### src/sv/light_pulse_byte_receiver_assert.svh
// ----------------------------------------------------------------------------
// light_pulse_byte_receiver_assert.svh
// Assertion macros for the light pulse byte receiver. Each macro expects the
// module to have i_clk and an active-low synchronous reset i_rst_n in scope.
// ----------------------------------------------------------------------------
`ifndef LIGHT_PULSE_BYTE_RECEIVER_ASSERT_SVH
`define LIGHT_PULSE_BYTE_RECEIVER_ASSERT_SVH

`ifndef SYNTHESIS
// same-cycle implication
`define LPBR_ASSERT_IMPL(name, ante, cons) \
    name: assert property (@(posedge i_clk) disable iff (!i_rst_n) (ante) |-> (cons)) \
        else $error("lpbr assertion failed");
// next-cycle implication
`define LPBR_ASSERT_NEXT(name, ante, cons) \
    name: assert property (@(posedge i_clk) disable iff (!i_rst_n) (ante) |=> (cons)) \
        else $error("lpbr assertion failed");
`else
`define LPBR_ASSERT_IMPL(name, ante, cons)
`define LPBR_ASSERT_NEXT(name, ante, cons)
`endif

`endif

### src/sv/lpbr_pkg.sv
`timescale 1ns / 1ps
// ----------------------------------------------------------------------------
// lpbr_pkg
// Shared types and constants of the light pulse byte receiver.
// ----------------------------------------------------------------------------
package lpbr_pkg;

    localparam int unsigned THR_W     = 10;
    localparam int unsigned TICK_W    = 16;
    localparam int unsigned BIT_IDX_W = 3;
    localparam int unsigned BYTE_W    = 8;
    localparam int unsigned ADDR_W    = 4;
    localparam int unsigned DATA_W    = 32;

    localparam logic [THR_W-1:0]     THR_RESET          = 10'd615;
    localparam logic [TICK_W-1:0]    BIT_PERIOD_RESET   = 16'd1024;
    localparam logic [TICK_W-1:0]    FIRST_SAMPLE_RESET = 16'd1229;
    localparam logic [BIT_IDX_W-1:0] LAST_BIT           = 3'd7;

    typedef enum logic [1:0] {
        PH_HUNT = 2'd0,
        PH_DATA = 2'd1,
        PH_STOP = 2'd2
    } t_phase;

    typedef enum logic [1:0] {
        REG_LEVEL_THRESHOLD = 2'd0,
        REG_BIT_PERIOD      = 2'd1,
        REG_FIRST_SAMPLE    = 2'd2
    } t_reg_idx;

    typedef struct packed {
        logic [THR_W-1:0]  level_threshold;
        logic [TICK_W-1:0] bit_period_ticks;
        logic [TICK_W-1:0] first_sample_ticks;
    } t_cfg;

    typedef struct packed {
        logic              emit;
        logic [BYTE_W-1:0] rx_byte;
    } t_result;

endpackage

### src/sv/lpbr_regs.sv
`timescale 1ns / 1ps
// ----------------------------------------------------------------------------
// lpbr_regs
// APB-style configuration registers: threshold, bit period, first sample delay.
// ----------------------------------------------------------------------------
module lpbr_regs (
    input  logic                        i_clk,
    input  logic                        i_rst_n,
    input  logic                        psel,
    input  logic                        penable,
    input  logic                        pwrite,
    input  logic [lpbr_pkg::ADDR_W-1:0] paddr,
    input  logic [lpbr_pkg::DATA_W-1:0] pwdata,
    output logic [lpbr_pkg::DATA_W-1:0] prdata,
    output logic                        pready,
    output lpbr_pkg::t_cfg              o_cfg
);
    import lpbr_pkg::*;

    t_cfg     r_cfg;
    t_reg_idx reg_idx;
    logic     wr_en;

    assign reg_idx = t_reg_idx'(paddr[ADDR_W-1:2]);
    assign wr_en   = psel && penable && pwrite;
    assign pready  = 1'b1;
    assign o_cfg   = r_cfg;

    always_ff @(posedge i_clk) begin
        if (!i_rst_n) begin
            r_cfg.level_threshold    <= THR_RESET;
            r_cfg.bit_period_ticks   <= BIT_PERIOD_RESET;
            r_cfg.first_sample_ticks <= FIRST_SAMPLE_RESET;
        end else if (wr_en) begin
            unique case (reg_idx)
                REG_LEVEL_THRESHOLD: r_cfg.level_threshold    <= pwdata[THR_W-1:0];
                REG_BIT_PERIOD:      r_cfg.bit_period_ticks   <= pwdata[TICK_W-1:0];
                REG_FIRST_SAMPLE:    r_cfg.first_sample_ticks <= pwdata[TICK_W-1:0];
                default: begin
                    // unmapped address: drop the write
                end
            endcase
        end
    end

    always_comb begin
        unique case (reg_idx)
            REG_LEVEL_THRESHOLD: prdata = DATA_W'(r_cfg.level_threshold);
            REG_BIT_PERIOD:      prdata = DATA_W'(r_cfg.bit_period_ticks);
            REG_FIRST_SAMPLE:    prdata = DATA_W'(r_cfg.first_sample_ticks);
            default:             prdata = '0;
        endcase
    end

endmodule

### src/sv/lpbr_core.sv
`timescale 1ns / 1ps
// ----------------------------------------------------------------------------
// lpbr_core
// Level slicer and receive sequencer: start edge hunt, data bit sampling, stop.
// ----------------------------------------------------------------------------
`include "light_pulse_byte_receiver_assert.svh"

module lpbr_core #(
    parameter int unsigned SAMPLE_BITS = 10
) (
    input  logic                   i_clk,
    input  logic                   i_rst_n,
    input  logic                   i_step,
    input  logic [SAMPLE_BITS-1:0] i_sample,
    input  lpbr_pkg::t_cfg         i_cfg,
    output lpbr_pkg::t_result      o_result
);
    import lpbr_pkg::*;

    localparam int unsigned CMP_W = (SAMPLE_BITS > THR_W) ? SAMPLE_BITS : THR_W;

    t_phase                r_phase, n_phase;
    logic                  r_prev_level, n_prev_level;
    logic [TICK_W-1:0]     r_tick, n_tick;
    logic [BIT_IDX_W-1:0]  r_bit_idx, n_bit_idx;
    logic [BYTE_W-1:0]     r_shift, n_shift;

    logic                  level;
    logic                  wait_done;
    logic                  start_edge;
    logic [BYTE_W-1:0]     shift_set;

    assign level      = CMP_W'(i_sample) >= CMP_W'(i_cfg.level_threshold);
    assign wait_done  = r_tick <= TICK_W'(1);
    assign start_edge = r_prev_level && !level;
    assign shift_set  = r_shift | (BYTE_W'(level) << r_bit_idx);

    // next phase
    always_comb begin
        n_phase = r_phase;
        if (i_step) begin
            unique case (r_phase)
                PH_DATA: begin
                    if (wait_done && (r_bit_idx == LAST_BIT)) begin
                        n_phase = PH_STOP;
                    end
                end
                PH_STOP: begin
                    // end of stop time is judged with a low previous level
                    if (wait_done) begin
                        n_phase = PH_HUNT;
                    end
                end
                default: n_phase = start_edge ? PH_DATA : PH_HUNT;
            endcase
        end
    end

    // counters and shift register
    always_comb begin
        n_prev_level = r_prev_level;
        n_tick       = r_tick;
        n_bit_idx    = r_bit_idx;
        n_shift      = r_shift;
        if (i_step) begin
            unique case (r_phase)
                PH_DATA: begin
                    if (!wait_done) begin
                        n_tick = r_tick - TICK_W'(1);
                    end else begin
                        n_shift   = shift_set;
                        n_tick    = i_cfg.bit_period_ticks;
                        n_bit_idx = r_bit_idx + BIT_IDX_W'(1);
                    end
                end
                PH_STOP: begin
                    if (!wait_done) begin
                        n_tick = r_tick - TICK_W'(1);
                    end else begin
                        n_prev_level = level;
                    end
                end
                default: begin
                    if (start_edge) begin
                        n_tick    = i_cfg.first_sample_ticks;
                        n_bit_idx = '0;
                        n_shift   = '0;
                    end
                    n_prev_level = level;
                end
            endcase
        end
    end

    // outputs
    assign o_result.emit    = (r_phase == PH_DATA) && wait_done && (r_bit_idx == LAST_BIT);
    assign o_result.rx_byte = shift_set;

    always_ff @(posedge i_clk) begin
        if (!i_rst_n) begin
            r_phase      <= PH_HUNT;
            r_prev_level <= 1'b1;
            r_tick       <= '0;
            r_bit_idx    <= '0;
            r_shift      <= '0;
        end else begin
            r_phase      <= n_phase;
            r_prev_level <= n_prev_level;
            r_tick       <= n_tick;
            r_bit_idx    <= n_bit_idx;
            r_shift      <= n_shift;
        end
    end

    `LPBR_ASSERT_NEXT(a_count_down, i_step && (r_phase == PH_DATA) && !wait_done, r_tick == $past(r_tick) - TICK_W'(1))
    `LPBR_ASSERT_NEXT(a_emit_to_stop, i_step && o_result.emit, (r_phase == PH_STOP) && (r_bit_idx == '0))
    `LPBR_ASSERT_IMPL(a_data_after_fall, r_phase == PH_DATA, !r_prev_level)
    `LPBR_ASSERT_NEXT(a_start_load, i_step && (r_phase == PH_HUNT) && start_edge, (r_phase == PH_DATA) && (r_tick == $past(i_cfg.first_sample_ticks)))

endmodule

### src/sv/light_pulse_byte_receiver.sv
`timescale 1ns / 1ps
// ----------------------------------------------------------------------------
// light_pulse_byte_receiver
// On-off keyed light receiver: slices photodiode samples, finds the start
// edge and gathers eight data bits, least significant first.
// ----------------------------------------------------------------------------
// Flow: a sample beat waits in the input register until the sequencer steps on
//   it; a completed byte goes to the result register, offered on o_rx_byte.
// Throughput: one sample beat per cycle while the result stage can take a
//   finished byte; set by the sequencer between the input and result registers.
// Reset: synchronous, active low; registers return to 615 / 1024 / 1229,
//   hunting resumes with the previous level high, both stages empty.
// ----------------------------------------------------------------------------
module light_pulse_byte_receiver #(
    parameter int unsigned SAMPLE_BITS = 10
) (
    input  logic                        i_clk,
    input  logic                        i_rst_n,
    // sample channel
    input  logic                        i_sample_valid,
    output logic                        o_sample_ready,
    input  logic [SAMPLE_BITS-1:0]      i_sample,
    // byte channel
    output logic                        o_rx_valid,
    input  logic                        i_rx_ready,
    output logic [lpbr_pkg::BYTE_W-1:0] o_rx_byte,
    // configuration port
    input  logic                        psel,
    input  logic                        penable,
    input  logic                        pwrite,
    input  logic [lpbr_pkg::ADDR_W-1:0] paddr,
    input  logic [lpbr_pkg::DATA_W-1:0] pwdata,
    output logic [lpbr_pkg::DATA_W-1:0] prdata,
    output logic                        pready
);
    import lpbr_pkg::*;

    // input stage: one sample beat waiting for the sequencer
    logic                   r_in_valid;
    logic [SAMPLE_BITS-1:0] r_sample;

    // result stage: one byte waiting for the consumer
    logic                   r_out_valid;
    logic [BYTE_W-1:0]      r_out_byte;

    logic                   step;
    t_cfg                   cfg;
    t_result                result;

    // Advance the held sample unless it completes a byte and the result
    // stage is full and not being drained this cycle.
    assign step           = r_in_valid && (!result.emit || !r_out_valid || i_rx_ready);
    // Take a new beat whenever the input stage empties or moves on.
    assign o_sample_ready = !r_in_valid || step;

    always_ff @(posedge i_clk) begin
        if (!i_rst_n) begin
            r_in_valid <= 1'b0;
        end else if (o_sample_ready) begin
            r_in_valid <= i_sample_valid;
        end
    end

    always_ff @(posedge i_clk) begin
        if (i_sample_valid && o_sample_ready) begin
            r_sample <= i_sample;
        end
    end

    lpbr_regs u_regs (
        .i_clk   (i_clk),
        .i_rst_n (i_rst_n),
        .psel    (psel),
        .penable (penable),
        .pwrite  (pwrite),
        .paddr   (paddr),
        .pwdata  (pwdata),
        .prdata  (prdata),
        .pready  (pready),
        .o_cfg   (cfg)
    );

    lpbr_core #(
        .SAMPLE_BITS (SAMPLE_BITS)
    ) u_core (
        .i_clk    (i_clk),
        .i_rst_n  (i_rst_n),
        .i_step   (step),
        .i_sample (r_sample),
        .i_cfg    (cfg),
        .o_result (result)
    );

    // Load a finished byte; otherwise drop the valid once the beat is taken.
    always_ff @(posedge i_clk) begin
        if (!i_rst_n) begin
            r_out_valid <= 1'b0;
        end else if (step && result.emit) begin
            r_out_valid <= 1'b1;
        end else if (i_rx_ready) begin
            r_out_valid <= 1'b0;
        end
    end

    always_ff @(posedge i_clk) begin
        if (step && result.emit) begin
            r_out_byte <= result.rx_byte;
        end
    end

    assign o_rx_valid = r_out_valid;
    assign o_rx_byte  = r_out_byte;

endmodule

### config.mk
export PLATFORM = sky130hd
export DESIGN_NAME = light_pulse_byte_receiver
export DESIGN_NICKNAME = d
export VERILOG_FILES = /design/src/sv/lpbr_pkg.sv /design/src/sv/lpbr_regs.sv /design/src/sv/lpbr_core.sv /design/src/sv/light_pulse_byte_receiver.sv
export VERILOG_INCLUDE_DIRS = /design/src /design/src/sv
export SDC_FILE = /design/constraint.sdc
export NUM_CORES = 1
export LEC_CHECK = 0
export ABC_CLOCK_PERIOD_IN_PS = 3800
export BUFFER_PORTS_ARGS = -buffer_cell sky130_fd_sc_hd__clkbuf_2
export CAP_MARGIN = 20
export CORE_ASPECT_RATIO = 0.6
export CORE_MARGIN = 10
export CORE_UTILIZATION = 53
export CTS_CLUSTER_DIAMETER = 150
export DETAILED_ROUTE_END_ITERATION = 8
export GPL_TIMING_DRIVEN = 0
export PLACE_DENSITY_LB_ADDON = 0.3
export SYNTH_ARGS = -nofsm -noshare
export SYNTH_HDL_FRONTEND = slang
export SYNTH_SLANG_ARGS = --single-unit
### constraint.sdc
create_clock -name i_clk -period 3.8 [get_ports i_clk]
set_clock_uncertainty 0.15 [all_clocks]
set_input_delay 0.19 -clock i_clk [delete_from_list [all_inputs] [get_ports i_clk]]
set_output_delay 0.19 -clock i_clk [all_outputs]
set_load 0.03 [all_outputs]
==> impl_results.md <==
* Status: completed
* Initial Util at 0.5522
* Initial antenna violation count at 2
* VDD IR-drop max at 0.2573 mV
* Core Region at 0.008653 mm2
* Post-synth EDFFs at 18
* Clk slew on worst S/H paths at 0.06 ns
* Min cycle time layout at 3.258 ns
* Slew of the pin with the lowest slew margin at 1.050 ns
* Htree depth at 3
* Crit share post-route at 0.8575
* ANT nets after route at 0
* Power density cells at 412.4 mW/mm2
* Fillers at 715
* Synth Cell Area at 0.004778 mm2
* Worst-case headroom to the max-slew limit at 0.2988
* Net count, final at 736
* Post-Layout Inst Area at 0.005851 mm2
* Flops & latches, synth at 92
* First-pass GRT wire length at 24230 um
* Synth async-reset ratio at 0
* Slowest CP cell: nor3_1
* DRT Wirelength at 15440 um
* CP required at 3.46 ns
* Slowest stage delay, CP at 0.52 ns
* Top delay family on crit path: simple AND/OR/NAND/NOR gates
* Die area at 0.01334 mm2
* Cells after synthesis at 554
* Final setup fails at 0
* Crit Path Max Fanout at 10
* Seq/Total Area, Yosys at 0.4231
* DP Worst Slack at 0.6677 ns
* HPWL Detailed at 11460 um
* Final worst setup slack at 0.5417 ns
* Die W at 142.6 um
* Crit path launch type: flop
* Total track usage at 0.2315
* Crit path buf inv count at 4
* Sequential cell area at 0.002022 mm2
* Remaining routing DRC violations at 0
* Final Hold Viols at 0
* RSZ-0062 raised after global routing: false
* DRT Pass-1 Iters at 5
* WHS at 0.07296 ns
* CP arrival at 2.92 ns
* Yosys warnings at 0
* Share of layout cells above drive strength 1 at 0.1726
* Post-synthesis cell type count at 56
* Total of max-cap violations at 0
* Placer Congestion at 1.005
* Lkg Pwr at 2.378 nW
* IO Port Bufs at 58
* Site row count at 26
* Via count at 4798
* F_max at 306.9 MHz
* Maximum clock path buffer count at 2
* Syn Area/Cell at 8.625 um2
* CP endpoint kind: primary output
* Die height at 93.55 um
* Slew Viols, Final at 0
* Final core occ at 0.6761
* Num CTS Buffers at 9
* Synthesis-to-finish area growth at 22.44%
* Mean routed wirelength per cell at 19.64 um
* Worst skew pair latency at 0.34 ns
* Setup TNS Final at 0 ns
* Hold Path Class: primary input to flop
* IO Pins at 96
* Drt via density at 6.104
* CTS Sinks at 92
* WS Path Type: flop to primary output
* CTS tree: yes
* Area of the multi-input gates at 0.002454 mm2
* Post-CTS Resized at 0
* Vias in the first global route at 4519
* Grt total ovfl at 0
* Total power at 2.413 mW
* Cell Area, Placed at 0.005265 mm2
* Worst-path cell chain: nor3_1 > nor4b_1 > and4_1 > buf_4 > buf_6 > nand2_1 > nor2_1 > inv_1 > clkbuf_2
* Placed cell count at 739
* Root Buffer: clkbuf_16
* Fin cells at 786
* Prevailing post-synth register cell: dfxtp_1
* Iteration-0 DRC Markers at 532
* Largest net degree at the start of global routing at 16
## synthesized netlist by cell type (all sizes together), types with 6 or more instances
| library cell | count | area, um2 |
|---|---|---|
| inv | 21 | 78.83 |
| nor3 | 11 | 55.05 |
| o21ai | 21 | 105.1 |
| o32ai | 6 | 52.55 |
| nand4 | 9 | 56.30 |
| nor4 | 9 | 68.81 |
| clkbuf | 23 | 86.33 |
| mux2i | 12 | 120.1 |
| nand2 | 115 | 434.2 |
| a221oi | 14 | 122.6 |
| edfxtp | 18 | 540.5 |
| dfxtp | 74 | 1481 |
| nor2 | 22 | 90.09 |
| buf | 27 | 193.9 |
| nand3 | 13 | 65.06 |
| a22o | 6 | 52.55 |
| nor2b | 8 | 50.05 |
| o211ai | 12 | 90.09 |
| a21oi | 44 | 220.2 |
| ha | 16 | 200.2 |
| o41ai | 7 | 76.32 |
| a31o | 8 | 70.07 |
## layout by cell type, fill, tap and decap left out, types with 4 or more instances in the layout
| cell type | instances |
|---|---|
| a32oi_1 | 4 |
| nor2_1 | 21 |
| nor2b_1 | 8 |
| inv_1 | 21 |
| ha_1 | 16 |
| a31o_2 | 8 |
| clkbuf_2 | 59 |
| nand3_1 | 13 |
| a21o_1 | 4 |
| nand2_1 | 114 |
| edfxtp_1 | 18 |
| o21a_1 | 4 |
| nor4_1 | 7 |
| clkbuf_16 | 9 |
| o211ai_1 | 12 |
| xnor2_1 | 5 |
| dlygate4sd3_1 | 27 |
| o21ai_0 | 21 |
| clkbuf_1 | 25 |
| nor3_1 | 11 |
| conb_1 | 17 |
| o32ai_1 | 6 |
| nand4_1 | 9 |
| o41ai_1 | 5 |
| a221oi_1 | 14 |
| buf_4 | 21 |
| a21oi_1 | 44 |
| mux2i_1 | 12 |
| a211oi_1 | 5 |
| a22o_1 | 6 |
| dfxtp_1 | 74 |
## cell type report
type,instances,share of cell area
clock inverters,4,0.008768
flip-flops and latches,92,0.3456
inverters,21,0.01347
repair buffers,87,0.09795
plain buffers,50,0.04790
diodes,2,0.0008554
multi-input cells,406,0.4194
clock buffers,12,0.04213
well taps,112,0.02395
## where the power goes
group	internal [mW]	switching [mW]
clock	0.528	0.373
sequential	1.02	0.0273
combinational	0.166	0.296
total	1.72	0.697
## worst register-to-register path, cell delays in order, from the launching register on
cell and delay [ns]:
dfxtp_1 0.36, nor3_1 0.52, nor4b_1 0.51, and4_1 0.27
buf_4 0.20, buf_6 0.19, nand2_1 0.10, nor2_1 0.59
## what timing repair did
action | CTS | global route
hold buffers | 27 | 0
buffers inserted | 0 | 0
hold endpoints to repair | 53 | 0
## cells by family (layout without fill, tap and decap cells)
kind of cell             after synthesis  after routing  synth area share
other                                  2             19          0.001572
flip-flops                            92             92            0.4231
XOR/XNOR                               7              7           0.01283
AO/OA/AOI/OAI                        147            147            0.2173
multiplexers                          12             12           0.02514
buffers and inverters                 71            174           0.07515
adder cells (fa/ha/maj)               16             16           0.04190
AND/OR/NAND/NOR                      207            207            0.2029
## worst paths after layout
path / start / to / slack, ns / cells after the start
max: u_core.r_tick[11] / o_sample_ready / 0.54 / 9
min: i_rx_ready / o_rx_valid / 0.07 / 3
min reg2reg: u_core.r_shift[3] / u_core.r_shift[3] / 0.31 / 2
max reg2reg: u_core.r_tick[11] / o_rx_byte[4] / 0.54 / 7
## registers in the layout, summed over array words and instances (netlist names)
signal,flops
u_core.r_prev_level,1
u_core.r_phase,2
u_core.r_tick,16
o_rx_valid,1
r_in_valid,1
o_rx_byte,8
u_core.r_shift,8
r_sample,10
u_regs.o_cfg,42
u_core.r_bit_idx,3
## layer usage
| layer | GRT usage | vias to the layer above | share of wire |
|---|---|---|---|
| met1 | 0.3051 | 2274 | 0.43 |
| met4 | 0.07863 | 0 | 0.015 |
| met2 | 0.3364 | 285 | 0.43 |
| li1 | - | 2207 | - |
| met3 | 0.09293 | 32 | 0.12 |
| met5 | 0 | - | 0 |
Note: power is estimated with default switching activity, not from simulation.
